`src/design/adtg_pkg.sv`:
```
// ----------------------------------------------------------------------------
// adtg_pkg
// Shared types and constants for the detail tier governor.
// ----------------------------------------------------------------------------
package adtg_pkg;

  localparam int NUM_BUCKETS = 101;
  localparam int SPAN        = 2;
  localparam int TAPS        = 2 * SPAN + 1;
  localparam int IDX_W       = $clog2(NUM_BUCKETS);
  localparam int SIDX_W      = IDX_W + 2;
  localparam int TAP_W       = $clog2(TAPS);

  localparam int FT_W    = 18;
  localparam int CNT_W   = 16;
  localparam int RATIO_W = 10;
  localparam int HOLD_W  = 8;
  localparam int SMP_W   = 8;
  localparam int W_W     = 9;

  localparam int W_CENTER  = 256;
  localparam int W_NEAR    = 166;
  localparam int W_FAR     = 90;
  localparam int WSUM_MAX  = W_CENTER + 2 * W_NEAR + (TAPS - 3) * W_FAR;
  localparam int WS_W      = $clog2(WSUM_MAX + 1);
  localparam int ACC_W     = FT_W + WS_W;
  localparam int PROD_W    = 30;

  localparam int ALPHA     = 328;
  localparam int ALPHA_INV = 4096 - ALPHA;
  localparam int FT_MAX    = 256000;
  localparam int SMP_CLAMP = 240;
  localparam int CNT_MAX   = 65535;

  // functions of an input word
  localparam logic [1:0] FUNC_OBSERVE = 2'd0;
  localparam logic [1:0] FUNC_QUERY   = 2'd1;
  localparam logic [1:0] FUNC_CLEAR   = 2'd2;
  localparam logic [1:0] FUNC_SPARE   = 2'd3;

  // detail tiers
  localparam logic [1:0] TIER_NORMAL  = 2'd0;
  localparam logic [1:0] TIER_REDUCED = 2'd1;
  localparam logic [1:0] TIER_ULTRA   = 2'd2;

  // configuration register indexes
  localparam int CFG_IDX_W = 3;
  localparam logic [CFG_IDX_W-1:0] REG_FRAME_BUDGET  = 3'd0;
  localparam logic [CFG_IDX_W-1:0] REG_REDUCED_RATIO = 3'd1;
  localparam logic [CFG_IDX_W-1:0] REG_ULTRA_RATIO   = 3'd2;
  localparam logic [CFG_IDX_W-1:0] REG_UPGRADE_HOLD  = 3'd3;
  localparam logic [CFG_IDX_W-1:0] REG_RECOVERY_HOLD = 3'd4;
  localparam logic [CFG_IDX_W-1:0] REG_MIN_SAMPLES   = 3'd5;

  typedef struct packed {
    logic [FT_W-1:0]  avg;
    logic [CNT_W-1:0] cnt;
  } bkt_t;

  localparam int BKT_W = FT_W + CNT_W;

endpackage

```
`src/design/adtg_div.sv`:
```
// ----------------------------------------------------------------------------
// adtg_div
// Restoring divider, one quotient bit per cycle.
// ----------------------------------------------------------------------------
module adtg_div (
  input  logic                       clk,
  input  logic                       rst_n,
  input  logic                       start,
  input  logic [adtg_pkg::ACC_W-1:0] dividend,
  input  logic [adtg_pkg::WS_W-1:0]  divisor,
  output logic                       busy,
  output logic [adtg_pkg::FT_W-1:0]  quotient
);

  localparam int CW = $clog2(adtg_pkg::ACC_W + 1);

  logic [adtg_pkg::ACC_W-1:0] dvd_r, dvd_nxt;
  logic [adtg_pkg::WS_W:0]    rem_r, rem_nxt, rem_sh;
  logic [adtg_pkg::WS_W-1:0]  dsr_r;
  logic [CW-1:0]              cnt_r, cnt_nxt;
  logic                       busy_r, busy_nxt;

  always_comb begin
    dvd_nxt  = dvd_r;
    rem_nxt  = rem_r;
    cnt_nxt  = cnt_r;
    busy_nxt = busy_r;
    rem_sh   = {rem_r[adtg_pkg::WS_W-1:0], dvd_r[adtg_pkg::ACC_W-1]};
    if (start) begin
      dvd_nxt  = dividend;
      rem_nxt  = '0;
      cnt_nxt  = CW'(adtg_pkg::ACC_W);
      busy_nxt = 1'b1;
    end else if (busy_r) begin
      if (rem_sh >= {1'b0, dsr_r}) begin
        rem_nxt = rem_sh - {1'b0, dsr_r};
        dvd_nxt = {dvd_r[adtg_pkg::ACC_W-2:0], 1'b1};
      end else begin
        rem_nxt = rem_sh;
        dvd_nxt = {dvd_r[adtg_pkg::ACC_W-2:0], 1'b0};
      end
      cnt_nxt = cnt_r - 1'b1;
      if (cnt_r == CW'(1)) begin
        busy_nxt = 1'b0;
      end
    end
  end

  always_ff @(posedge clk) begin
    if (!rst_n) begin
      busy_r <= 1'b0;
      cnt_r  <= '0;
    end else begin
      busy_r <= busy_nxt;
      cnt_r  <= cnt_nxt;
    end
    dvd_r <= dvd_nxt;
    rem_r <= rem_nxt;
    if (start) begin
      dsr_r <= divisor;
    end
  end

  assign busy     = busy_r;
  assign quotient = dvd_r[adtg_pkg::FT_W-1:0];

endmodule

```
`config.mk`:
```
export PLATFORM = sky130hd
export DESIGN_NAME = adtg_div
export DESIGN_NICKNAME = d
export VERILOG_FILES = /design/src/design/adtg_pkg.sv /design/src/design/adtg_div.sv
export SDC_FILE = /design/constraint.sdc
export NUM_CORES = 1
export LEC_CHECK = 0
export BUFFER_PORTS_ARGS = -buffer_cell sky130_fd_sc_hd__buf_2
export CORE_MARGIN = 2
export CORE_UTILIZATION = 55
export CTS_BUF_LIST = sky130_fd_sc_hd__clkbuf_8
export DETAILED_ROUTE_END_ITERATION = 12
export PLACE_DENSITY_LB_ADDON = 0.25
export SLEW_MARGIN = 10
export SYNTH_ARGS = -nofsm -noshare
export SYNTH_HDL_FRONTEND = slang
export SYNTH_SLANG_ARGS = --single-unit
```
`constraint.sdc`:
```
create_clock -name clk -period 2.45 [get_ports clk]
set_input_delay 0.1225 -clock clk [delete_from_list [all_inputs] [get_ports clk]]
set_output_delay 0.1225 -clock clk [all_outputs]
set_load 0.01 [all_outputs]
```
Word level (Yosys, flattened, before mapping)

Index checks and enable logic that the tools add are counted.
W data, S select, Z words.

Add/subtract/negate cells: 2
$lt $le $gt $ge: 1
Equal/unequal tests: 1
Muxes and demuxes: 9
Bitwise operators: 1
Reductions and logical operators: 2

Operators with widths:

| cell                  | count |
|---|---|
| $mux W28              | 2 |
| $ge A11 B10 Y1        | 1 |
| $mux W10              | 1 |
| $mux W5               | 2 |
| $sub A10 B10 Y10      | 1 |
| $eq A5 B1 Y1 const B  | 1 |
| $sub A5 B1 Y5 const B | 1 |
| $mux W1               | 4 |
| $reduce_bool A2 Y1    | 1 |
| $reduce_or A2 Y1      | 1 |
| $not A1 Y1            | 1 |

Flip-flop bits (word level): 54
Bits of input ports: 41
Logic and storage cells: 22

Depth between registers and ports, before layout

Depth in word-level cells: 4
Depth in mapped cells: 9
Mapped depth without buffers: 9

Worst setup path after synthesis

Ideal clock, no wire load.

Kind: register -> register
Start: reg dsr_r[6] in the netlist's numbering
End: reg rem_r[7] in the netlist's numbering
Arrival time: 2.028 ns
Data required time: 2.381 ns
Setup slack: 0.353 ns
Stages on the path, launching flop included: 8
Path buffers: 0
Clock period less this slack: 2.097 ns
Cell sequence: edfxtp_1 -> inv_1 -> ha_1 -> a21o_2 -> o31ai_4 -> mux2_4 -> or4_1 -> o21ai_1

Longest elaborated chain between the ends: 2
Elaborated cells between the ends (all ways): 3
Those cells by class: 1 x add/sub; 1 x order compare; 1 x mux

Ends and longest elaborated chain:

| element                                                   | line                           | RTL |
|---|---|---|
| start, declared                                           | adtg_div.sv:19                 | `logic [adtg_pkg::WS_W-1:0] dsr_r;` |
| start signal, assigned                                    | adtg_div.sv:60                 | `dsr_r <= divisor;` |
| $sub A10 B10 Y10 / $ge A11 B10 Y1 (equally long branches) | adtg_div.sv:36, adtg_div.sv:35 |  |
| $mux W10 (*)                                              | adtg_div.sv:35                 | `if (rem_sh >= {1'b0, dsr_r}) begin` |
| end signal, assigned                                      | adtg_div.sv:58                 | `rem_r <= rem_nxt;` |
| end, declared                                             | adtg_div.sv:18                 | `logic [adtg_pkg::WS_W:0] rem_r, rem_nxt, rem_sh;` |

Every way passes the cells marked *; elsewhere a longest branch is shown, timed or not.
A chain may end at the register's enable or synchronous reset.

Worst setup path after layout

Start: reg dsr_r[1] in the netlist's numbering
End: reg rem_r[7] in the netlist's numbering

The elaborated chain is that of the path after synthesis.

==> metrics.csv <==
metric,value,unit
layout.nets,352,
grt_pass1_wl,8342,µm
setup_viol,0,
ir_worst_vdd,331.3,µV
syn2layout_area_growth,15.22,%
ios,60,
ant_nets,0,
diodes,0,
netlist_area,2903,µm²
cts_buffers,5,
vias_per_cell,5.163,
vias,1905,
clock.fmax,0.4480,GHz
hold_path.class,in2reg,
die_w,76.65,µm
fin_crit_sh,91.12,%
power_density,666.2,nW/µm²
dp_hpwl,3573,µm
crit_arrival,2.47,ns
postLayoutCellArea,3344,µm²
synth-simple-area-share,7.759,%
die_y,76.65,µm
min_to,cnt_r[2],
crit_required,2.69,ns
worstSetupStartpointType,flip-flop,
drtIter0Drc,96,
drc_errors,0,
rsz0062_at_grt,no,
grt_usage,17.63,%
rrSetupSlack,0.22,ns
synth_top_cells_by_count,"edfxtp_1, mux2_2, nor2_1",
cts.path.max_buffers,2,
synth_top_family_by_area,multiplexers,
dr.pass1.iters,4,
cts.sinks,54,
syn_inst,244,
core_area,5107,µm²
fin_tns_setup,0,ns
synth-xor-area-share,2.716,%
holdPathStages,2,
cts.htree.levels,2,
critPathKind,reg2reg,
clock_latency,0.30,ns
yosysSeqAreaShare,50.34,%
synthMuxAreaShare,13.23,%
start_util,56.83,%
worstMarginPinSlew,0.6621,ns
synth_edf_count,38,
drive_gt1_share,35.79,%
synth_top_area_cell,edfxtp_1,
wl_per_cell,13.49,µm
grt_pass1_vias,1889,
place_area,3134,µm²
r2r_end,rem_r[7],
die_area,5875,µm²
clockRootBuffer,clkbuf_8,
hp-start,rst_n,
ys_warn_count,0,
ys_ff_latch,54,
wirelength,4978,µm
ys.flop_type,edfxtp_1,
synth.most_common_cell,edfxtp_1,
cts_resized,0,
max-cap-violations,0,
end_kind,flip-flop,
syn_nets,298,
place_congestion,0.8185,
ys_async_sr_fraction,0,%
n_fill_cell,409,
synth.area.top_cells,"edfxtp_1, dfxtp_1, mux2_2, buf_4, ha_1",
synth-adder-area-share,5.862,%
r2r-start,dsr_r[1],
rows,26,
synth_top_area_share,39.31,%
hold_viol_final,0,
synthDistinctLibCells,45,
status,"complete, no violations",
slew_headroom,55.86,%
io_buffers,59,
grt_start_max_net_pins,29,
crit_fanout,6,
r2r_cells,8,
skew,0.008919,ns
grt_overflow,0,
antenna_found_initial,0,
min_period,2.232,ns
syn_area_per_cell,11.90,µm²
utilization,65.48,%
final_max_slew_viol_count,0,
synth-compound-area-share,11.90,%
cts.clk_slew.worst_paths,0.10,ns
leakagePower,0.001377,µW
cts_tree,built,
registers in the layout, summed over array words and instances (netlist names):
| signal | count |
|---|---|
| dsr_r | 10 |
| dvd_r | 28 |
| busy | 1 |
| cnt_r | 5 |
| rem_r | 10 |
layout by cell type (no fill, tap or decap), drive strengths merged, types with 2 or more instances in the layout:
master / instances
a21o: 3
xnor2: 7
o21a: 5
mux2i: 5
o21ai: 7
o31ai: 2
edfxtp: 38
nor2b: 4
clkbuf: 5
nand3: 2
dfxtp: 16
a211oi: 9
a21oi: 10
a31oi: 2
inv: 18
nand2b: 4
nand2: 8
ha: 12
nor3: 4
buf: 62
dlygate4sd3: 10
xor2: 2
mux2: 29
nor2: 21
report_power, final:
part           internal [µW]  switching [µW]  leakage, µW  total (µW)
sequential              1080            46.6     0.000512        1130
combinational            246             262     0.000810         508
clock                    301             291    0.0000556         593
kinds of logic after synthesis:
kind of cell	after synthesis
multiplexers	34
adder cells (fa/ha/maj)	13
buffers and inverters	42
flip-flops	54
AO/OA/AOI/OAI	45
XOR/XNOR	9
AND/OR/NAND/NOR	47
worst max-delay path: stages, from the launching register on:
cell      delay (ns)
edfxtp_1        0.43
inv_1           0.08
ha_1            0.23
nand2b_1        0.14
a211oi_4        0.09
o31ai_4         0.39
mux2_4          0.33
or4_1           0.39
o21ai_1         0.09
metrics by stage:
step	worst slack (ns)	hold slack (ns)	instances	power (µW)
after global placement	0.2862	0.2989	351	1637
final	0.2176	0.08422	369	2228
after CTS	0.2175	0.07099	369	2247
after global routing	0.06254	0.06029	369	2354
after floorplan	0.3528	0.2214	244	1550
after detailed placement	0.2430	0.3016	351	1645
per-layer routing:
| layer | up-vias | routed length, µm | global-route usage [%] |
|---|---|---|---|
| met2 | 50 | 2353 | 29.29 |
| met4 | 0 | 60 | 5.455 |
| li1 | 967 | - | - |
| met5 | - | 0 | 0 |
| met1 | 882 | 2353 | 23.10 |
| met3 | 6 | 211 | 4.000 |
area by class of cell:
class                           instances  area [µm²]  area share (%)
Tap cell                               70       87.58           2.619
Clock inverter                          3       41.29           1.235
Inverter                               17       63.81           1.908
Multi-Input combinational cell        148        1204           35.99
Clock buffer                            5       68.82           2.058
Sequential cell                        54        1461           43.70
Timing Repair Buffer                   72       417.9           12.50
worst max-delay path by stage:
stage             start        to  slack, ns  cells after the start
4_1_cts        dsr_r[1]  rem_r[7]       0.22                      8
2_1_floorplan  dsr_r[6]  rem_r[7]       0.35                      7
6_report       dsr_r[1]  rem_r[7]       0.22                      8
3_3_place_gp   dsr_r[2]  rem_r[7]       0.29                      8
5_1_grt        dsr_r[1]  rem_r[7]       0.06                      8
3_5_place_dp   dsr_r[1]  rem_r[7]       0.24                      8
repair_timing:
item	in CTS	in global routing
setup buffers	0	0
hold buffers	10	0
hold endpoints to repair	10	0
Power figures use the tool's default switching activity.
