===== src/design/adtg_ram.sv =====
// ----------------------------------------------------------------------------
// adtg_ram
// Generic single write, single read RAM with registered read data.
// ----------------------------------------------------------------------------
module adtg_ram #(
  parameter int WIDTH = 8,
  parameter int DEPTH = 16
) (
  input  logic                     clk,
  input  logic                     we,
  input  logic [$clog2(DEPTH)-1:0] waddr,
  input  logic [WIDTH-1:0]         wdata,
  input  logic [$clog2(DEPTH)-1:0] raddr,
  output logic [WIDTH-1:0]         rdata
);

  logic [WIDTH-1:0] mem [DEPTH];
  logic [WIDTH-1:0] rdata_r;

  always_ff @(posedge clk) begin
    if (we) begin
      mem[waddr] <= wdata;
    end
    rdata_r <= mem[raddr];
  end

  assign rdata = rdata_r;

endmodule


===== config.mk =====
export PLATFORM = sky130hd
export DESIGN_NAME = adtg_ram
export DESIGN_NICKNAME = d
export VERILOG_FILES = /design/src/design/adtg_ram.sv
export SDC_FILE = /design/constraint.sdc
export NUM_CORES = 1
export LEC_CHECK = 0
export BUFFER_PORTS_ARGS = -buffer_cell sky130_fd_sc_hd__buf_2
export CORE_ASPECT_RATIO = 1.75
export CORE_MARGIN = 1
export CORE_UTILIZATION = 50
export DETAILED_ROUTE_END_ITERATION = 12
export PLACE_DENSITY_LB_ADDON = 0.05
export SLEW_MARGIN = 20
export SYNTH_ARGS = -nofsm -noshare
export SYNTH_HDL_FRONTEND = slang
export SYNTH_SLANG_ARGS = --single-unit

===== constraint.sdc =====
create_clock -name clk -period 3 [get_ports clk]
set_clock_uncertainty 0.1 [all_clocks]
set_input_delay 0.3 -clock clk [delete_from_list [all_inputs] [get_ports clk]]
set_output_delay 0.3 -clock clk [all_outputs]
set_load 0.01 [all_outputs]

## Word-level counts from Yosys, hierarchy flattened

Memory sizes are Yosys's and may differ from the RTL's. A register that Yosys moved wholly into a read port is not among the register bits.
Index checks and enable logic that the tools add are counted.
Widths: inputs -> output; s select.

- Register bits: 0
- Bits in writable memories: 128
- Input bits: 18
- Output and inout port bits: 8
- Word-level logic and storage cells: 3
- Memories kept: 1

Memory list:

| memory | words | bits a word | rd ports | clocked after memory_dff | wr ports | RTL line | text |
|---|---|---|---|---|---|---|---|
| mem | 16 | 8 | 1 | 1 | 1 | 17 | `logic [WIDTH-1:0] mem [DEPTH];` |

- Mux-type cells: 2

Operators by type and width:

| kind | number |
|---|---|
| $mux 1 | 2 |

## Depth between registers and ports, before layout

Gate-level depths: netlist of the first run.

- Depth in word-level cells: 2
- Gate-level depth with buffers: 5
- Depth with buffers taken out: 3

## Worst setup path after synthesis of the first run

Ideal clock, no wire load.

- Path type: in2reg
- Start: in waddr[2]
- End: mem mem[0][0] (enable)
- Library setup time: 0.383 ns
- Arrival: 1.410 ns
- Data required time: 2.517 ns
- Path slack: 1.107 ns
- Stages on the path: 2
- Buffers on the path: 0
- Cell sequence: or3b_2 nor3_1

RTL lines:

| what | RTL line | text |
|---|---|---|
| from (decl) | 11 | `input logic [$clog2(DEPTH)-1:0] waddr,` |
| to (decl) | 17 |  |

Straight into the memory's write port.

==> key figures, run 1 <==
Clock network
  • CTS resizes: 0
  • CTS HTree Levels: 4
  • Clock Sinks: 136
  • Clock Path Buffers: 2
  • CTS root buf: clkbuf_16
  • Clk slew on worst S/H paths: 0.05 ns
  • TritonCTS Buffers: 17
  • Number of buffers inserted by hold repair at cts: 0
  • Post-CTS Setup Bufs: 0
  • Clock Latency Late Sink: 0.41 ns
  • CTS tree: built

Yosys
  • Synth area leader: edfxtp_1
  • Ys async rst share: 0
  • Yosys warns: 0
  • Sequential area share after synthesis: 0.778
  • Post-synth EDFFs: 128
  • Synth top area cells: edfxtp_1 (75%), mux4_2 (7.9%), mux4_1 (7.1%)
  • Most frequent cell after synthesis: edfxtp_1
  • Syn_area_per_cell: 22.5 µm²
  • Syn nets: 247
  • Synth unique cells: 19
  • Synth Register Bits: 136
  • Post-Syn Instances: 229
  • Syn Std Cell Area: 0.00515 mm²
  • Area share of the largest cell type after synthesis: 0.747
  • Main synth FF type: edfxtp_1
  • Synth top cells by count: edfxtp_1 (128), mux4_2 (18), a22oi_1 (16), mux4_1 (14), nor2_1 (13)

Power and ir drop
  • Power consumption: 4.60 mW
  • Worst vdd ir: 0.506 mV
  • Pwr/cell area: 752 mW/mm²
  • Leakage: 2.09 nW

Floorplan
  • Total core area: 0.00991 mm²
  • Die width: 78.7 µm
  • Starting Density: 0.519
  • Chip height: 136 µm
  • FP Rows: 48
  • Io pins: 26
  • Die area: 0.0107 mm²

Min path
  • HP Class: input pin to flop

Global route
  • First-pass GRT wire length: 14.7 mm
  • Initial antenna violation count: 0
  • Vias in the first global route: 2559
  • Overflow after GRT: 0
  • Largest net degree at the start of global routing: 33
  • Total track usage: 0.204

Place
  • RD Place Congestion: 0.704
  • Hpwl dp: 6.28 mm
  • Number of instances in the placed design: 382
  • Port bufs: 25

Detailed routing
  • DRT antenna net count: 0
  • Vias/cell: 5.71
  • Overall via count from detail_route: 2363
  • Routed wire length: 9.44 mm
  • 1st-iter DRT viols: 93
  • Remaining DRCs: 0
  • Avg WL per Cell: 22.8 µm
  • 1st-pass router iterations: 5

Critical path
  • Critical Path AT: 1.87 ns
  • Crit path launch type: input pin
  • Critical path peak fanout: 20
  • Worst Setup End Kind: flop
  • Req. time, crit path: 3.19 ns
  • Crit Path Class: input pin to flop

STA
  • Slew headroom: 0.472
  • RSZ-0062 raised after global routing: no
  • Part of the cycle the worst path needs: 0.562
  • Final-report setup violation count: 0
  • Fmax: 594 MHz
  • Worst slew pin tran: 0.791 ns
  • Crit path time final: 1.68 ns
  • Final Hold Viols: 0
  • Slew Limit Fails: 0
  • Post-route setup TNS: 0 ns

Status
  • Status: finished, final reports clean

Final layout
  • Share of cells above drive strength 1: 0.308
  • Diodes inserted: 0
  • Final net count: 294
  • Fin cells: 414
  • P&R area growth vs syn: 18.8%
  • Filler cell count: 720

Flow run
  • Maxcap violations: 0
==> power by group <==
part / switching (mW) / internal (mW) / leakage, nW / total (mW)
registers: 0.0117 / 2.13 / 1.22 / 2.14
clock network: 0.731 / 1.54 / 0.318 / 2.27
logic: 0.111 / 0.0813 / 0.544 / 0.192
total: 0.853 / 3.74 / 2.09 / 4.60
==> per-layer routing <==
| layer | share of wire | GRT usage | vias up |
|---|---|---|---|
| li1 | - | - | 1070 |
| met1 | 0.40 | 0.232 | 1224 |
| met2 | 0.56 | 0.353 | 55 |
| met3 | 0.025 | 0.0544 | 14 |
| met4 | 0.023 | 0.0988 | 0 |
| met5 | 0 | 0 | - |
==> area by class of cell <==
class | instances | area, µm² | area share
Tap cell | 125 | 156 | 0.0256
Sequential cell | 136 | 4000 | 0.655
Clock buffer | 20 | 467 | 0.0763
Clock inverter | 12 | 196 | 0.0321
Multi-Input combinational cell | 83 | 1060 | 0.173
Timing Repair Buffer | 38 | 235 | 0.0385
==> cell usage in the layout (no fill, tap or decap), drive strengths merged <==
| master | netlist | final |
|---|---|---|
| edfxtp | 128 | 128 |
| buf | 7 | 38 |
| mux4 | 32 | 32 |
| clkbuf | 0 | 20 |
| a22oi | 16 | 16 |
| nor2 | 13 | 13 |
| nand2 | 9 | 9 |
| dfxtp | 8 | 8 |
| bufinv | 0 | 5 |
| nor3 | 4 | 4 |
| clkinv | 0 | 4 |
| clkinvlp | 0 | 3 |
| nand3b | 2 | 2 |
| nand2b | 2 | 2 |
| nor2b | 1 | 1 |
| and2 | 1 | 1 |
| and2b | 1 | 1 |
| nand3 | 1 | 1 |
| or3b | 1 | 1 |
==> state kept, by name, summed over array words and instances, names as in the netlist <==
name	flops
rdata	8
mem	128
==> through the flow <==
step                utilization  setup slack (ns)  cell area (µm²)  hold slack (ns)
floorplan                     -              1.11             5150            0.299
global placement          0.550             0.873             5450            0.560
detailed placement        0.550             0.881             5450            0.561
CTS                       0.617              1.32             6120            0.161
global route              0.617              1.20             6120            0.170
finish                    0.617              1.32             6120            0.173
==> kinds of logic after synthesis <==
kind of cell    count (synthesis)  share of synthesized area
simple gates                   35                     0.0318
buf+inv                        10                     0.0168
flops                         136                      0.778
mux                            32                      0.150
compound gates                 16                     0.0233
==> worst max-delay path, cell delays in order <==
cell     delay (ns)
buf_2          0.39
buf_12         0.26
mux4_1         0.56
a22oi_1        0.26
nand2_1        0.07
==> final timing paths <==
check,startpoint,to,slack (ns),depth (start not counted)
min,wdata[6],mem[4][6],0.17,1
min reg2reg,mem[7][3],rdata[3],0.58,3
max,raddr[0],rdata[3],1.32,5
max reg2reg,mem[2][1],rdata[1],1.54,3
Note: power is estimated with default switching activity, not from simulation.
==> run 2, diff against run 1 <==
==> constraint.sdc (replaced) <==
create_clock -name clk -period 1.36 [get_ports clk]
set_clock_uncertainty 0.1 [all_clocks]
set_input_delay 0.136 -clock clk [delete_from_list [all_inputs] [get_ports clk]]
set_output_delay 0.136 -clock clk [all_outputs]
set_load 0.01 [all_outputs]
==> key figures, run 2 (same netlist as run 1, synthesis figures left out) <==
Critical path
  • Reg2reg setup slack: -0.01 ns
  • Critical Path AT: 1.56 ns
  • Critical R2R Launch: mem[11][3]
  • FF-to-FF End: rdata[3]
  • Critical path startpoint: mem[11][3]
  • Req. time, crit path: 1.55 ns
  • Reg2reg path depth: 3
  • Crit Path Class: flop to flop
  • Critical path peak fanout: 1
  • Crit path to: rdata[3]
  • Worst Setup End Kind: flop
  • Crit path launch type: flop

Power and ir drop
  • Switching power: 1.96 mW
  • Pwr/cell area: 1490 mW/mm²
  • Comb power frac: 0.055
  • Sw Share: 0.209
  • Design internal power: 7.40 mW
  • Reg power frac: 0.504
  • Power consumption: 9.36 mW
  • Leakage: 2.14 nW
  • Clk pwr share: 0.441
  • Worst vdd ir: 1.02 mV

Global route
  • Total track usage: 0.223
  • Overflow after GRT: 0
  • Largest net degree at the start of global routing: 20
  • Initial antenna violation count: 0
  • First-pass GRT wire length: 15.8 mm
  • Vias in the first global route: 2728

Detailed routing
  • Avg WL per Cell: 23.4 µm
  • Vias/cell: 5.62
  • 1st-pass router iterations: 4
  • Overall via count from detail_route: 2480
  • Remaining DRCs: 0
  • DRT antenna net count: 0
  • Routed wire length: 10.3 mm
  • 1st-iter DRT viols: 144

Place
  • Placement Setup Slack: -0.284 ns
  • Port bufs: 25
  • Number of instances in the placed design: 406
  • Area after DPL: 0.00571 mm²
  • Hpwl dp: 6.99 mm
  • RD Place Congestion: 0.714

Clock network
  • Clock Sinks: 136
  • Clk slew on worst S/H paths: 0.06 ns
  • Clock Path Buffers: 2
  • Post-CTS Setup Bufs: 0
  • Clock Latency Late Sink: 0.42 ns
  • CTS HTree Levels: 4
  • CTS tree: built
  • CTS root buf: clkbuf_16
  • TritonCTS Buffers: 17

STA
  • Post-route setup TNS: -0.0162 ns
  • Part of the cycle the worst path needs: 1.01
  • Slew Limit Fails: 0
  • Setup WS post-layout: -0.0143 ns
  • Worst slew pin tran: 1.03 ns
  • Slew headroom: 0.313
  • Hold slack: 0.0150 ns
  • RSZ-0062 raised after global routing: yes
  • Crit path time final: 1.37 ns
  • Fmax: 728 MHz
  • Final Hold Viols: 0
  • Final-report setup violation count: 2

Final layout
  • Most frequent cells in the layout: edfxtp_1 (128), buf_4 (32), mux4_2 (30), buf_2 (25), clkbuf_16 (17)
  • Diodes inserted: 0
  • Max reg flops: 128
  • Final net count: 321
  • Design Area, Final: 0.00628 mm²
  • P&R area growth vs syn: 22.0%
  • Fin util: 0.634
  • Share of cells above drive strength 1: 0.430
  • Commonest non-fill, non-tap cell in the layout: edfxtp_1
  • Largest Register: mem
  • Fin cells: 441

Floorplan
  • Die area: 0.0107 mm²
  • Total core area: 0.00991 mm²
  • Starting Density: 0.519
  • FP Rows: 48
  • Io pins: 26
  • Chip height: 136 µm
  • Die width: 78.7 µm

Status
  • Violations in the final reports: negative setup slack
  • Status: finished with violations

Min path
  • HP Class: input pin to flop

Flow run
  • Maxcap violations: 0
-- run 2: cell types whose count changed in the layout (fill, tap and decap cells not counted), moves of 3 or more --
cell,previous run,this run
buf_12,1,5
a22oi_2,0,8
nor2_1,13,10
nor3_1,4,1
buf_4,12,32
clkbuf_8,3,0
a22oi_1,16,8
nor2_2,0,3
bufinv_16,5,1
mux4_2,18,30
mux4_1,14,2
dlygate4sd3_1,0,3
-- run 2: cell type report --
cell class / count / area, µm²
fill: 705 / 3630
sequential: 136 / 4000
clock inverter: 14 / 110
clock buffer: 18 / 429
multi-input combinational: 83 / 1080
timing repair buffer: 65 / 495
tap: 125 / 156
-- run 2: what timing repair did --
item / in CTS / in global routing
pin swaps: 4 / 3
hold endpoints to repair: 47 / 0
resized for setup: 13 / 7
setup endpoints to repair: 7 / 8
hold buffers: 3 / 0
-- run 2: how the worst min path moves through the flow --
stage | startpoint | end | slack [ns] | depth (start not counted)
global route | wdata[2] | mem[13][2] | 0.008 | 1
detailed placement | wdata[3] | mem[4][3] | 0.43 | 1
finish | wdata[7] | mem[15][7] | 0.01 | 1
floorplan | wdata[0] | mem[0][0] | 0.13 | 0
global placement | wdata[1] | mem[4][1] | 0.41 | 1
CTS | wdata[2] | mem[13][2] | 0.002 | 1
-- run 2: power by group through the flow --
| stage | logic (mW) | registers (mW) | clock network, mW |
|---|---|---|---|
| 2_1_floorplan | 0.245 | 4.81 | 0 |
| 3_3_place_gp | 0.489 | 4.80 | 0 |
| 3_5_place_dp | 0.496 | 4.80 | 0 |
| 4_1_cts | 0.522 | 4.72 | 4.19 |
| 5_1_grt | 0.561 | 4.72 | 4.37 |
| 6_report | 0.517 | 4.72 | 4.13 |
-- run 2: critical path: stages (launching register included) --
cell and delay [ns]:
edfxtp_1 0.36, mux4_2 0.50, a22oi_2 0.19, nand2_1 0.10
-- run 2: metal layers --
layer  global-route usage  up-vias  routed length (µm)
met2                0.381       65                5680
met4               0.0854        0                 193
li1                     -     1107                   -
met1                0.263     1294                4110
met3               0.0651       14                 353
met5                    0        -                   0
